### config.mk
export PLATFORM = sky130hd
export DESIGN_NAME = grid_neighbor_marking_3x3_core_flat
export DESIGN_NICKNAME = d
export VERILOG_FILES = /design/src/design/gnm_pkg.sv /design/src/design/gnm_stream_if.sv /design/src/design/grid_neighbor_marking_3x3_core.sv /design/src/flat_wrapper.sv
export SDC_FILE = /design/constraint.sdc
export NUM_CORES = 1
export LEC_CHECK = 0
export ABC_CLOCK_PERIOD_IN_PS = 3650
export BUFFER_PORTS_ARGS = -buffer_cell sky130_fd_sc_hd__buf_4
export CORE_ASPECT_RATIO = 0.6
export CORE_UTILIZATION = 53
export CTS_BUF_LIST = sky130_fd_sc_hd__clkbuf_4 sky130_fd_sc_hd__clkbuf_8 sky130_fd_sc_hd__clkbuf_16
export DETAILED_ROUTE_END_ITERATION = 7
export PLACE_DENSITY = 0.77
export SLEW_MARGIN = 40
export SYNTH_ARGS = -nofsm -noshare
export SYNTH_HDL_FRONTEND = slang
export SYNTH_SLANG_ARGS = --single-unit
### constraint.sdc
create_clock -name clk -period 3.65 [get_ports clk]
set_clock_uncertainty 0.2 [all_clocks]
set_input_delay 0.1825 -clock clk [delete_from_list [all_inputs] [get_ports clk]]
set_output_delay 0.1825 -clock clk [all_outputs]
set_load 0.03 [all_outputs]
### src/design/gnm_pkg.sv
// ----------------------------------------------------------------------------
// gnm_pkg
// Shared types, codes and helpers for the 3x3 grid neighbour marking core.
// ----------------------------------------------------------------------------
package gnm_pkg;

  localparam int CfgW       = 6;
  localparam int ApbDataW   = 32;
  localparam int ApbAddrW   = 3;

  typedef logic [1:0] cell_code_t;

  localparam cell_code_t CELL_CLEAR = 2'd0;
  localparam cell_code_t CELL_SET   = 2'd1;
  localparam cell_code_t CELL_RING  = 2'd2;

  // register index, taken from paddr[2]
  localparam logic REG_GRID_SIZE = 1'b0;

  localparam logic [CfgW-1:0] GRID_SIZE_RESET = 6'd32;

  typedef enum logic [2:0] {
    S_IDLE,
    S_LOOK,
    S_EMIT_A,
    S_EMIT_B,
    S_FL_RD,
    S_FL_DAT,
    S_FL_EMIT,
    S_FL_TAIL
  } state_t;

  function automatic cell_code_t mark(input logic centre, input logic any_set);
    cell_code_t code;
    if (centre) begin
      code = CELL_SET;
    end else if (any_set) begin
      code = CELL_RING;
    end else begin
      code = CELL_CLEAR;
    end
    return code;
  endfunction

endpackage

### src/design/gnm_stream_if.sv
// ----------------------------------------------------------------------------
// gnm_stream_if
// Valid/ready channels: cell_in_if carries input cells, cell_out_if results.
// ----------------------------------------------------------------------------
interface cell_in_if;
  logic valid;
  logic ready;
  logic cell_in;

  modport source (output valid, output cell_in, input ready);
  modport sink   (input valid, input cell_in, output ready);
endinterface

interface cell_out_if;
  logic                valid;
  logic                ready;
  gnm_pkg::cell_code_t cell_out;
  logic                frame_last;

  modport source (output valid, output cell_out, output frame_last, input ready);
  modport sink   (input valid, input cell_out, input frame_last, output ready);
endinterface

### src/design/grid_neighbor_marking_3x3_core.sv
// ----------------------------------------------------------------------------
// grid_neighbor_marking_3x3_core
// 3x3 neighbour marking of a square binary grid streamed in raster order.
// ----------------------------------------------------------------------------
//  channel  | dir | handshake          | payload
//  in_ch    | in  | valid/ready        | cell_in (1 bit)
//  out_ch   | out | valid/ready        | cell_out (2 bits), frame_last
//  apb      | in  | psel/penable/pready| paddr, pwdata, prdata (grid_size)
//
//  an item is handled as a line store read, then a modify and write back,
//  then one emit state per result it causes; the last cell of a grid adds
//  a flush sweep over the line store, reading each column in turn and
//  emitting the previous column's result, then a final one with frame_last
//  rst clears counters, window and output valid; the line store is not
//  cleared, stale entries read in row 0 before being written reach no result
//  a stalled output holds the core in its emit state; input waits meanwhile
// ----------------------------------------------------------------------------
module grid_neighbor_marking_3x3_core #(
  parameter int MAX_SIDE = 32
) (
  input  logic                            clk,
  input  logic                            rst,
  cell_in_if.sink                         in_ch,
  cell_out_if.source                      out_ch,
  input  logic                            psel,
  input  logic                            penable,
  input  logic                            pwrite,
  input  logic [gnm_pkg::ApbAddrW-1:0]    paddr,
  input  logic [gnm_pkg::ApbDataW-1:0]    pwdata,
  output logic [gnm_pkg::ApbDataW-1:0]    prdata,
  output logic                            pready
);

  localparam int AW = $clog2(MAX_SIDE);

  // configuration
  logic [gnm_pkg::CfgW-1:0] grid_size;
  logic                     cfg_wr;
  logic [AW-1:0]            side_m1;

  // line store: bit 1 row above, bit 0 centre row
  logic [1:0]    mem [MAX_SIDE];
  logic [1:0]    rd_data;
  logic [AW-1:0] rd_addr;
  logic          mem_we;
  logic [1:0]    mem_wdata;

  gnm_pkg::state_t state, state_next;

  logic [AW-1:0] row_count, row_count_next;
  logic [AW-1:0] col_count, col_count_next;
  logic [AW-1:0] cur_r, cur_r_next;
  logic [AW-1:0] cur_c, cur_c_next;
  logic          cur_bit, cur_bit_next;
  logic          win_v1, win_v1_next;
  logic          win_v2, win_v2_next;
  logic          win_c1, win_c1_next;
  gnm_pkg::cell_code_t res_a, res_a_next;
  gnm_pkg::cell_code_t res_b, res_b_next;
  logic          has_b, has_b_next;
  logic          is_last, is_last_next;
  logic [AW-1:0] fx, fx_next;
  logic          fl_l, fl_l_next;
  logic          fl_m, fl_m_next;
  logic          fl_c, fl_c_next;

  logic                out_valid;
  gnm_pkg::cell_code_t out_code;
  logic                out_last;
  logic                slot_free;
  logic                load;
  gnm_pkg::cell_code_t load_code;
  logic                load_last;

  logic          in_acc;
  logic          c_old, vc, wv1, wv2, wc1, v_new;
  logic          need_a, need_b, last_cell, out_range;

  // ---------------------------------------------------------------- apb port
  assign pready = 1'b1;
  assign cfg_wr = psel && penable && pwrite && (paddr[2] == gnm_pkg::REG_GRID_SIZE);
  assign prdata = (paddr[2] == gnm_pkg::REG_GRID_SIZE)
                ? {{(gnm_pkg::ApbDataW - gnm_pkg::CfgW){1'b0}}, grid_size}
                : '0;

  always_ff @(posedge clk) begin
    if (rst) begin
      grid_size <= gnm_pkg::GRID_SIZE_RESET;
    end else if (cfg_wr) begin
      grid_size <= pwdata[gnm_pkg::CfgW-1:0];
    end
  end

  // side saturated to 1..MAX_SIDE, held as side minus one
  always_comb begin
    if (grid_size == '0) begin
      side_m1 = '0;
    end else if (grid_size > gnm_pkg::CfgW'(MAX_SIDE)) begin
      side_m1 = AW'(MAX_SIDE - 1);
    end else begin
      side_m1 = AW'(grid_size - gnm_pkg::CfgW'(1));
    end
  end

  // ---------------------------------------------------------------- line store
  always_ff @(posedge clk) begin
    if (mem_we) begin
      mem[cur_c] <= mem_wdata;
    end
    rd_data <= mem[rd_addr];
  end

  // ---------------------------------------------------------------- datapath
  assign in_acc    = in_ch.valid && in_ch.ready;
  assign out_range = (col_count > side_m1) || (row_count > side_m1);
  assign slot_free = !out_valid || out_ch.ready;

  assign c_old     = rd_data[0];
  assign vc        = rd_data[1] | rd_data[0] | cur_bit;
  assign wv1       = (cur_c != '0) && win_v1;
  assign wv2       = (cur_c != '0) && win_v2;
  assign wc1       = (cur_c != '0) && win_c1;
  assign need_a    = (cur_r != '0) && (cur_c != '0);
  assign need_b    = (cur_r != '0) && (cur_c == side_m1);
  assign last_cell = (cur_c == side_m1) && (cur_r == side_m1);
  assign v_new     = rd_data[1] | rd_data[0];

  assign mem_wdata = {(cur_r != '0) && c_old, cur_bit};

  always_ff @(posedge clk) begin
    if (rst) begin
      state     <= gnm_pkg::S_IDLE;
      row_count <= '0;
      col_count <= '0;
      win_v1    <= 1'b0;
      win_v2    <= 1'b0;
      win_c1    <= 1'b0;
      out_valid <= 1'b0;
    end else begin
      state     <= state_next;
      win_v1    <= win_v1_next;
      win_v2    <= win_v2_next;
      win_c1    <= win_c1_next;
      if (cfg_wr) begin
        row_count <= '0;
        col_count <= '0;
      end else begin
        row_count <= row_count_next;
        col_count <= col_count_next;
      end
      if (load) begin
        out_valid <= 1'b1;
      end else if (out_ch.ready) begin
        out_valid <= 1'b0;
      end
    end
  end

  always_ff @(posedge clk) begin
    cur_r   <= cur_r_next;
    cur_c   <= cur_c_next;
    cur_bit <= cur_bit_next;
    res_a   <= res_a_next;
    res_b   <= res_b_next;
    has_b   <= has_b_next;
    is_last <= is_last_next;
    fx      <= fx_next;
    fl_l    <= fl_l_next;
    fl_m    <= fl_m_next;
    fl_c    <= fl_c_next;
    if (load) begin
      out_code <= load_code;
      out_last <= load_last;
    end
  end

  // ---------------------------------------------------------------- control
  always_comb begin
    state_next     = state;
    row_count_next = row_count;
    col_count_next = col_count;
    cur_r_next     = cur_r;
    cur_c_next     = cur_c;
    cur_bit_next   = cur_bit;
    win_v1_next    = win_v1;
    win_v2_next    = win_v2;
    win_c1_next    = win_c1;
    res_a_next     = res_a;
    res_b_next     = res_b;
    has_b_next     = has_b;
    is_last_next   = is_last;
    fx_next        = fx;
    fl_l_next      = fl_l;
    fl_m_next      = fl_m;
    fl_c_next      = fl_c;
    in_ch.ready    = 1'b0;
    mem_we         = 1'b0;
    load           = 1'b0;
    load_code      = gnm_pkg::CELL_CLEAR;
    load_last      = 1'b0;
    rd_addr        = fx;

    unique case (state)
      gnm_pkg::S_IDLE: begin
        in_ch.ready = 1'b1;
        rd_addr     = out_range ? '0 : col_count;
        if (in_acc) begin
          cur_r_next   = out_range ? '0 : row_count;
          cur_c_next   = out_range ? '0 : col_count;
          cur_bit_next = in_ch.cell_in;
          state_next   = gnm_pkg::S_LOOK;
        end
      end
      gnm_pkg::S_LOOK: begin
        mem_we       = 1'b1;
        res_a_next   = gnm_pkg::mark(wc1, wv2 | wv1 | vc);
        res_b_next   = gnm_pkg::mark(c_old, wv1 | vc);
        has_b_next   = need_b;
        is_last_next = last_cell;
        win_v2_next  = wv1;
        win_v1_next  = vc;
        win_c1_next  = c_old;
        fx_next      = '0;
        fl_m_next    = 1'b0;
        if (cur_c == side_m1) begin
          col_count_next = '0;
          row_count_next = last_cell ? '0 : cur_r + AW'(1);
        end else begin
          col_count_next = cur_c + AW'(1);
          row_count_next = cur_r;
        end
        priority if (need_a) begin
          state_next = gnm_pkg::S_EMIT_A;
        end else if (need_b) begin
          state_next = gnm_pkg::S_EMIT_B;
        end else if (last_cell) begin
          state_next = gnm_pkg::S_FL_RD;
        end else begin
          state_next = gnm_pkg::S_IDLE;
        end
      end
      gnm_pkg::S_EMIT_A: begin
        if (slot_free) begin
          load      = 1'b1;
          load_code = res_a;
          priority if (has_b) begin
            state_next = gnm_pkg::S_EMIT_B;
          end else if (is_last) begin
            state_next = gnm_pkg::S_FL_RD;
          end else begin
            state_next = gnm_pkg::S_IDLE;
          end
        end
      end
      gnm_pkg::S_EMIT_B: begin
        if (slot_free) begin
          load       = 1'b1;
          load_code  = res_b;
          state_next = is_last ? gnm_pkg::S_FL_RD : gnm_pkg::S_IDLE;
        end
      end
      gnm_pkg::S_FL_RD: begin
        state_next = gnm_pkg::S_FL_DAT;
      end
      gnm_pkg::S_FL_DAT: begin
        // slide the column window; result for the previous column now complete
        fl_l_next  = fl_m;
        fl_m_next  = v_new;
        fl_c_next  = rd_data[0];
        res_a_next = gnm_pkg::mark(fl_c, fl_l | fl_m | v_new);
        priority if (fx != '0) begin
          state_next = gnm_pkg::S_FL_EMIT;
        end else if (fx == side_m1) begin
          state_next = gnm_pkg::S_FL_TAIL;
        end else begin
          fx_next    = fx + AW'(1);
          state_next = gnm_pkg::S_FL_RD;
        end
      end
      gnm_pkg::S_FL_EMIT: begin
        if (slot_free) begin
          load      = 1'b1;
          load_code = res_a;
          if (fx == side_m1) begin
            state_next = gnm_pkg::S_FL_TAIL;
          end else begin
            fx_next    = fx + AW'(1);
            state_next = gnm_pkg::S_FL_RD;
          end
        end
      end
      gnm_pkg::S_FL_TAIL: begin
        if (slot_free) begin
          load       = 1'b1;
          load_code  = gnm_pkg::mark(fl_c, fl_l | fl_m);
          load_last  = 1'b1;
          state_next = gnm_pkg::S_IDLE;
        end
      end
      default: begin
        state_next = gnm_pkg::S_IDLE;
      end
    endcase
  end

  assign out_ch.valid      = out_valid;
  assign out_ch.cell_out   = out_code;
  assign out_ch.frame_last = out_last;

  // ---------------------------------------------------------------- checks
  a_look_after_accept: assert property (@(posedge clk) disable iff (rst)
    in_acc |=> state == gnm_pkg::S_LOOK)
    else $error("accepted item not followed by store look-up");

  a_code_legal: assert property (@(posedge clk) disable iff (rst)
    out_valid |-> out_code != 2'd3)
    else $error("illegal result code");

  a_flush_in_side: assert property (@(posedge clk) disable iff (rst)
    state == gnm_pkg::S_FL_RD |-> fx <= side_m1)
    else $error("flush sweep beyond grid side");

  a_last_at_grid_start: assert property (@(posedge clk) disable iff (rst)
    (load && load_last) |-> (row_count == '0 && col_count == '0))
    else $error("final result while grid not restarted");

  a_no_write_in_flush: assert property (@(posedge clk) disable iff (rst)
    mem_we |-> state == gnm_pkg::S_LOOK)
    else $error("line store written outside look-up");

endmodule
### src/flat_wrapper.sv
// flat-port wrapper written by rule: the top's interface ports become plain ports
module grid_neighbor_marking_3x3_core_flat 
#(
  parameter int MAX_SIDE = 32
)
  (clk, rst, psel, penable, pwrite, paddr, pwdata, prdata, pready, in_ch_valid, in_ch_cell_in, in_ch_ready, out_ch_valid, out_ch_cell_out, out_ch_frame_last, out_ch_ready);
  cell_in_if in_ch_i ();
  cell_out_if out_ch_i ();
  input  logic clk;
  input  logic rst;
  input  logic psel;
  input  logic penable;
  input  logic pwrite;
  input  logic [gnm_pkg::ApbAddrW-1:0] paddr;
  input  logic [gnm_pkg::ApbDataW-1:0] pwdata;
  output logic [gnm_pkg::ApbDataW-1:0] prdata;
  output logic pready;
  input wire logic [$bits(in_ch_i.valid)-1:0] in_ch_valid;
  input wire logic [$bits(in_ch_i.cell_in)-1:0] in_ch_cell_in;
  output wire logic [$bits(in_ch_i.ready)-1:0] in_ch_ready;
  output wire logic [$bits(out_ch_i.valid)-1:0] out_ch_valid;
  output wire logic [$bits(out_ch_i.cell_out)-1:0] out_ch_cell_out;
  output wire logic [$bits(out_ch_i.frame_last)-1:0] out_ch_frame_last;
  input wire logic [$bits(out_ch_i.ready)-1:0] out_ch_ready;
  assign in_ch_i.valid = in_ch_valid;
  assign in_ch_i.cell_in = in_ch_cell_in;
  assign in_ch_ready = in_ch_i.ready;
  assign out_ch_valid = out_ch_i.valid;
  assign out_ch_cell_out = out_ch_i.cell_out;
  assign out_ch_frame_last = out_ch_i.frame_last;
  assign out_ch_i.ready = out_ch_ready;
  grid_neighbor_marking_3x3_core #(.MAX_SIDE(MAX_SIDE)) u_core (.clk(clk), .rst(rst), .in_ch(in_ch_i), .out_ch(out_ch_i), .psel(psel), .penable(penable), .pwrite(pwrite), .paddr(paddr), .pwdata(pwdata), .prdata(prdata), .pready(pready));
endmodule
=== Word level (Yosys, flattened, before mapping) ===
Memory sizes are Yosys's and may differ from the RTL's. A register that Yosys moved wholly into a read port is not among the register bits.
Cells that the tools add are included.

* Flip-flop bits (word level): 51
* Memory bits (writable): 64
* Input port bits: 43
* Output and inout port bits: 38
* Word-level logic and storage cells: 127
* Memories kept: 1

{| class="wikitable"
|+ Memories
! name !! words !! width !! read ports !! clocked after memory_dff !! wr ports !! line !! source
|-
| u_core.mem || 32 || 2 || 1 || 1 || 1 || grid_neighbor_marking_3x3_core.sv:42 || <nowiki>logic [1:0] mem [MAX_SIDE];</nowiki>
|}

* $add $sub $neg: 4
* $lt $le $gt $ge: 3
* Equal/unequal tests: 16
* Multiplexer cells: 46
* Bitwise operators: 8
* Reduce and logical (&&, ||, !) cells: 28

{| class="wikitable"
|+ Operators with widths
! operator !! count
|-
| $mux 5 || 10
|-
| $mux 3 || 11
|-
| $pmux 3 s8 || 1
|-
| $mux 2 || 11
|-
| $add 5x1->5 const B || 3
|-
| $eq 5x5->1 || 3
|-
| $pmux 5 s3 || 1
|-
| $reduce_bool 5->1 || 3
|-
| $eq 3x3->1 const B || 4
|-
| $logic_and 1x1->1 || 11
|-
| $gt 5x5->1 || 2
|-
| $ne 2x1->1 const B || 5
|-
| $mux 1 || 8
|-
| $or 1x1->1 || 7
|-
| $eq 3x2->1 const B || 2
|-
| $gt 6x6->1 const B || 1
|-
| $logic_not 6->1 || 1
|-
| $mux 6 || 1
|-
| $pmux 2 s3 || 1
|-
| $reduce_and 5->1 || 1
|-
| $sub 5x1->5 const B || 1
|-
| $pmux 2 s2 || 1
|-
| $reduce_bool 2->1 || 2
|-
| $reduce_or 2->1 || 2
|-
| 11 further kinds || 12
|}

=== Longest topological paths before layout ===
* Word-level depth: 9
* Gate-level depth with buffers: 17
* Depth with buffers taken out: 15

=== Least setup slack after synthesis ===
Ideal clock, no wire load.

* Path type: reg2reg
* Start point: reg u_core.grid_size[0] (netlist bit)
* End point: reg u_core.rd_data[0], read port of u_core.mem
* Setup time: 64 ps
* Arrival time: 3289 ps
* Required time: 3386 ps
* Setup slack: 97 ps
* Stages on the path, launching flop included: 17
* Buffers on the path: 2
* Period minus slack after synthesis: 3553 ps
* Cell sequence: dfxtp_1 -> inv_1 -> ha_1 -> nor4b_4 -> maj3_1 -> inv_1 -> ha_1 -> and4_1 -> a21oi_1 -> o31a_1 -> o31a_1 -> clkbuf_1 -> clkbuf_1 -> nand2_1 -> a32oi_1 -> o211ai_1 -> nand4_1

* Longest elaborated chain between the ends: 7
* Elaborated cells on any way between the ends: 10
* Those cells by class: add/sub: 1; order compare: 3; mux: 4; reduce/logical: 2

{| class="wikitable"
|+ Ends and longest elaborated chain
! what !! line !! source
|-
| from (decl) || grid_neighbor_marking_3x3_core.sv:37 || <nowiki>logic [gnm_pkg::CfgW-1:0] grid_size;</nowiki>
|-
| from (signal assigned) || grid_neighbor_marking_3x3_core.sv:88 || <nowiki>grid_size <= gnm_pkg::GRID_SIZE_RESET;</nowiki>
|-
| from (signal assigned) || grid_neighbor_marking_3x3_core.sv:90 || <nowiki>grid_size <= pwdata[gnm_pkg::CfgW-1:0];</nowiki>
|-
| $sub 5x1->5 or $gt 6x6->1 (tied branches) || grid_neighbor_marking_3x3_core.sv:101, grid_neighbor_marking_3x3_core.sv:98 ||
|-
| $mux 5 || grid_neighbor_marking_3x3_core.sv:98 || <nowiki>end else if (grid_size > gnm_pkg::CfgW'(MAX_SIDE)) begin</nowiki>
|-
| $mux 5 * || grid_neighbor_marking_3x3_core.sv:96 || <nowiki>if (grid_size == '0) begin</nowiki>
|-
| $gt 5x5->1 || grid_neighbor_marking_3x3_core.sv:115 || <nowiki>assign out_range = (col_count > side_m1) || (row_count > side_m1);</nowiki>
|-
| $logic_or 1x1->1 * || grid_neighbor_marking_3x3_core.sv:115 ||
|-
| $mux 5 * || grid_neighbor_marking_3x3_core.sv:206 || <nowiki>rd_addr = out_range ? '0 : col_count;</nowiki>
|-
| $mux 5 * || grid_neighbor_marking_3x3_core.sv:203 || <nowiki>unique case (state)</nowiki>
|-
| to (decl) || grid_neighbor_marking_3x3_core.sv:43 || <nowiki>logic [1:0] rd_data;</nowiki>
|}

Mark *: on every way between the ends. The rest lies on a longest branch, timed or not.
A chain may end at the register's enable or synchronous reset.

=== Final worst setup path ===
* Start point: reg u_core.grid_size[1] (netlist bit)
* End point: reg u_core.rd_data[0], read port of u_core.mem

The elaborated chain is that of the path after synthesis.

==> impl_metrics.toml <==
[logic_synthesis]
syn_avg_cell_area_um2 = 10.28
seq_area_frac_synth_pct = 52.72
synth_async_sr_flop_share_pct = 0
syn_area_um2 = 6190
synth-edff-count = 92
synth_seq_cells = 117
yosys_warnings = 0
synth_ff_type = "edfxtp_1"
yosysUniqueCellTypes = 64
synthCells = 602

[clocking]
numCtsBuffers = 17
clkTransAtPathRegs_ns = 0.06
clk_latency_ns = 0.42
htreeDepth = 4
cts_tree = "yes"
cts-root-buf = "clkbuf_16"
clk_path_buf_depth = 2
cts_sinks = 117

[global_routing]
grt_overflow = 0
grt_util_all_layers_pct = 28.07
antenna_found_initial = 0
grt_pass1_vias = 4623
grt_pass1_wl_um = 25050
grt_max_degree = 33

[finish]
diodes = 0
nets = 739
utilization_pct = 68.51
layout-drive-gt1-share_pct = 21.92
syn2layout_area_growth_pct = 25.47

[floorplan]
rows = 30
dieArea_um2 = 12130
start_util_pct = 54.60
die_x_um = 141.5
dieHeight_um = 85.71
io-pin-count = 81
core-area_um2 = 11340

[detailed_routing]
postRouteAntennaNets = 0
wl_per_cell_um = 19.48
finalWirelength_um = 16540
drc = 0
drtIter0Drc = 567
vias_per_cell = 5.920
firstDrtPassIters = 6
vias = 5026

[worst_setup_path]
setup.worst_path.start_class = "flip-flop"
slowest_delay_ns = 0.45
crit_type = "flip-flop to flip-flop"
cp.required_ns = 3.74
end_kind = "flip-flop"
crit_arrival_ns = 3.71
slowest_stage = "o31ai_4"
path_cells = "inv_2 > ha_4 > nor2b_4 > a22o_1 > and2_4 > ha_1 > o21ai_2 > a21oi_2 > o31ai_4 > a41oi_4 > buf_6 > o32a_1 > o211ai_1 > nand4_1"
crit_path_max_fanout = 6

[sta]
relSlewSlack_pct = 45.61
finalHoldViolCount = 0
fmax_mhz = 275.9
setup_viol = 0
fin_crit_ns = 3.625
maxSlewViolCount = 0
worstMarginPinSlew_ns = 0.8158
period_share_pct = 99.31
fin_ws_ns = 0.02530
setup_tns_ns = 0

[placement]
dpl.hpwl_um = 10810
portBuffers = 25
pre_cts_ws_ns = -0.1539
routabilityCongestion = 0.9206

[hold_path]
hold_class = "input port to flip-flop"

[flow_run]
maxCapViolCount = 0

[pwr]
peakVddDrop_uv = 341.0
p_per_area_nw_per_um2 = 507.9
leakage_uw = 0.002975

[run_status]
status = "complete, no violations"
[path summary, 6_finish.rpt]
check | depth (start not counted) | slack [ns] | endpoint | from
max | 14 | 0.03 | u_core.rd_data[0] | u_core.grid_size[1]
min | 5 | 0.12 | u_core.state[0] | in_ch_valid
max reg2reg | 14 | 0.03 | u_core.rd_data[0] | u_core.grid_size[1]
min reg2reg | 2 | 0.27 | u_core.win_c1 | u_core.win_c1
[synthesized netlist by cell type, types with 5 or more instances]
cell	number	share of area, %
nand3b_1	5	0.61
a31oi_1	7	0.71
o21ai_0	12	0.97
ha_1	20	4.0
o31a_1	5	0.71
nor3_1	10	0.81
edfxtp_1	92	45
clkbuf_1	20	1.2
a211oi_1	6	0.73
nor2b_1	9	0.91
xor2_1	10	1.4
a32oi_1	6	0.85
xnor2_1	12	1.7
nor2_1	83	5.0
dfxtp_1	25	8.1
nand4_1	8	0.81
inv_1	24	1.5
a21oi_1	39	3.2
buf_4	27	3.3
mux2i_1	14	2.3
and3_1	12	1.2
nand2_1	61	3.7
nand3_1	15	1.2
o31ai_1	5	0.61
a22oi_1	8	0.97
nand2b_1	8	0.81
[metrics by stage]
| stage | power (µW) | area [µm²] | std cells | hold slack (ns) |
|---|---|---|---|---|
| 4_1_cts | 3881 | 7480 | 843 | 0.04161 |
| 3_5_place_dp | 2162 | 6629 | 790 | 0.1619 |
| 5_1_grt | 4058 | 7766 | 849 | 0.1573 |
| 3_3_place_gp | 2140 | 6623 | 790 | 0.1628 |
| 6_report | 3945 | 7766 | 849 | 0.1217 |
| 2_1_floorplan | 1992 | 6284 | 627 | 0.05036 |
[layout make-up]
class                           instances  area (µm²)
Multi-Input combinational cell        432        2888
Inverter                               25       93.84
Clock buffer                           21       485.5
Sequential cell                       117        3266
Timing Repair Buffer                   83       709.4
Fill cell                             822        3570
Clock inverter                         11       123.9
Tap cell                              160       200.2
[critical path, delay by kind of cell (launching register included)]
family / cells / cell delay, ns
AO/OA/AOI/OAI: 7 / 1.78
adder cells (fa/ha/maj): 2 / 0.47
buffers and inverters: 2 / 0.25
flip-flops: 1 / 0.34
AND/OR/NAND/NOR: 3 / 0.44
[power breakdown]
group          total, µW  internal, µW  switching, µW
Sequential          1610          1540           77.1
Clock               1700          1090            617
Combinational        626           238            388
[registers in the layout, indices dropped and copies added (netlist names), 3 cells and up]
register and cells:
u_core.state 3, u_core.col_count 5, u_core.row_count 5, u_core.cur_c 5, u_core.grid_size 6, u_core.fx 5
u_core.mem 64, u_core.cur_r 5
[metal layers]
metal  part of all wire (%)  routed length (µm)  track usage [%]
met5                      0                   0                0
met4                    1.7                 279            9.677
met3                     12                1966            7.314
met2                     42                7002            40.50
met1                     44                7291            41.02
[logic make-up after synthesis]
logic type	share of synthesized area (%)
multiplexers	2.264
other	0.1213
flip-flops	52.72
XOR/XNOR	3.113
AO/OA/AOI/OAI	12.05
AND/OR/NAND/NOR	18.76
buffers and inverters	6.549
adder cells (fa/ha/maj)	4.427
[repair_timing]
item                                    in CTS  in global routing
hold buffers                                13                  0
cloned                                       1                  1
endpoints found under the hold margin       14                  0
gates resized for setup                     14                 42
setup buffers                                7                  7
pin swaps                                    2                 20
endpoints found under the setup margin       2                  2
[layout by cell type (no fill, tap or decap), drive strengths merged, types with 4 or more instances in the layout]
master	n
a211oi	6
nor2	83
o31ai	5
and3	12
a31oi	7
nand3b	5
ha	20
nand2b	8
dfxtp	25
nand3	16
o31a	5
edfxtp	92
a32oi	6
clkbuf	22
inv	26
xnor2	12
nand2	61
mux2i	14
buf	69
nor2b	9
nor4b	4
a22oi	8
dlygate4sd3	13
clkinv	5
nor3	11
xor2	10
nand4	8
nor4	4
o21ai	12
conb	27
a21oi	39
Note: power is estimated with default switching activity, not from simulation.
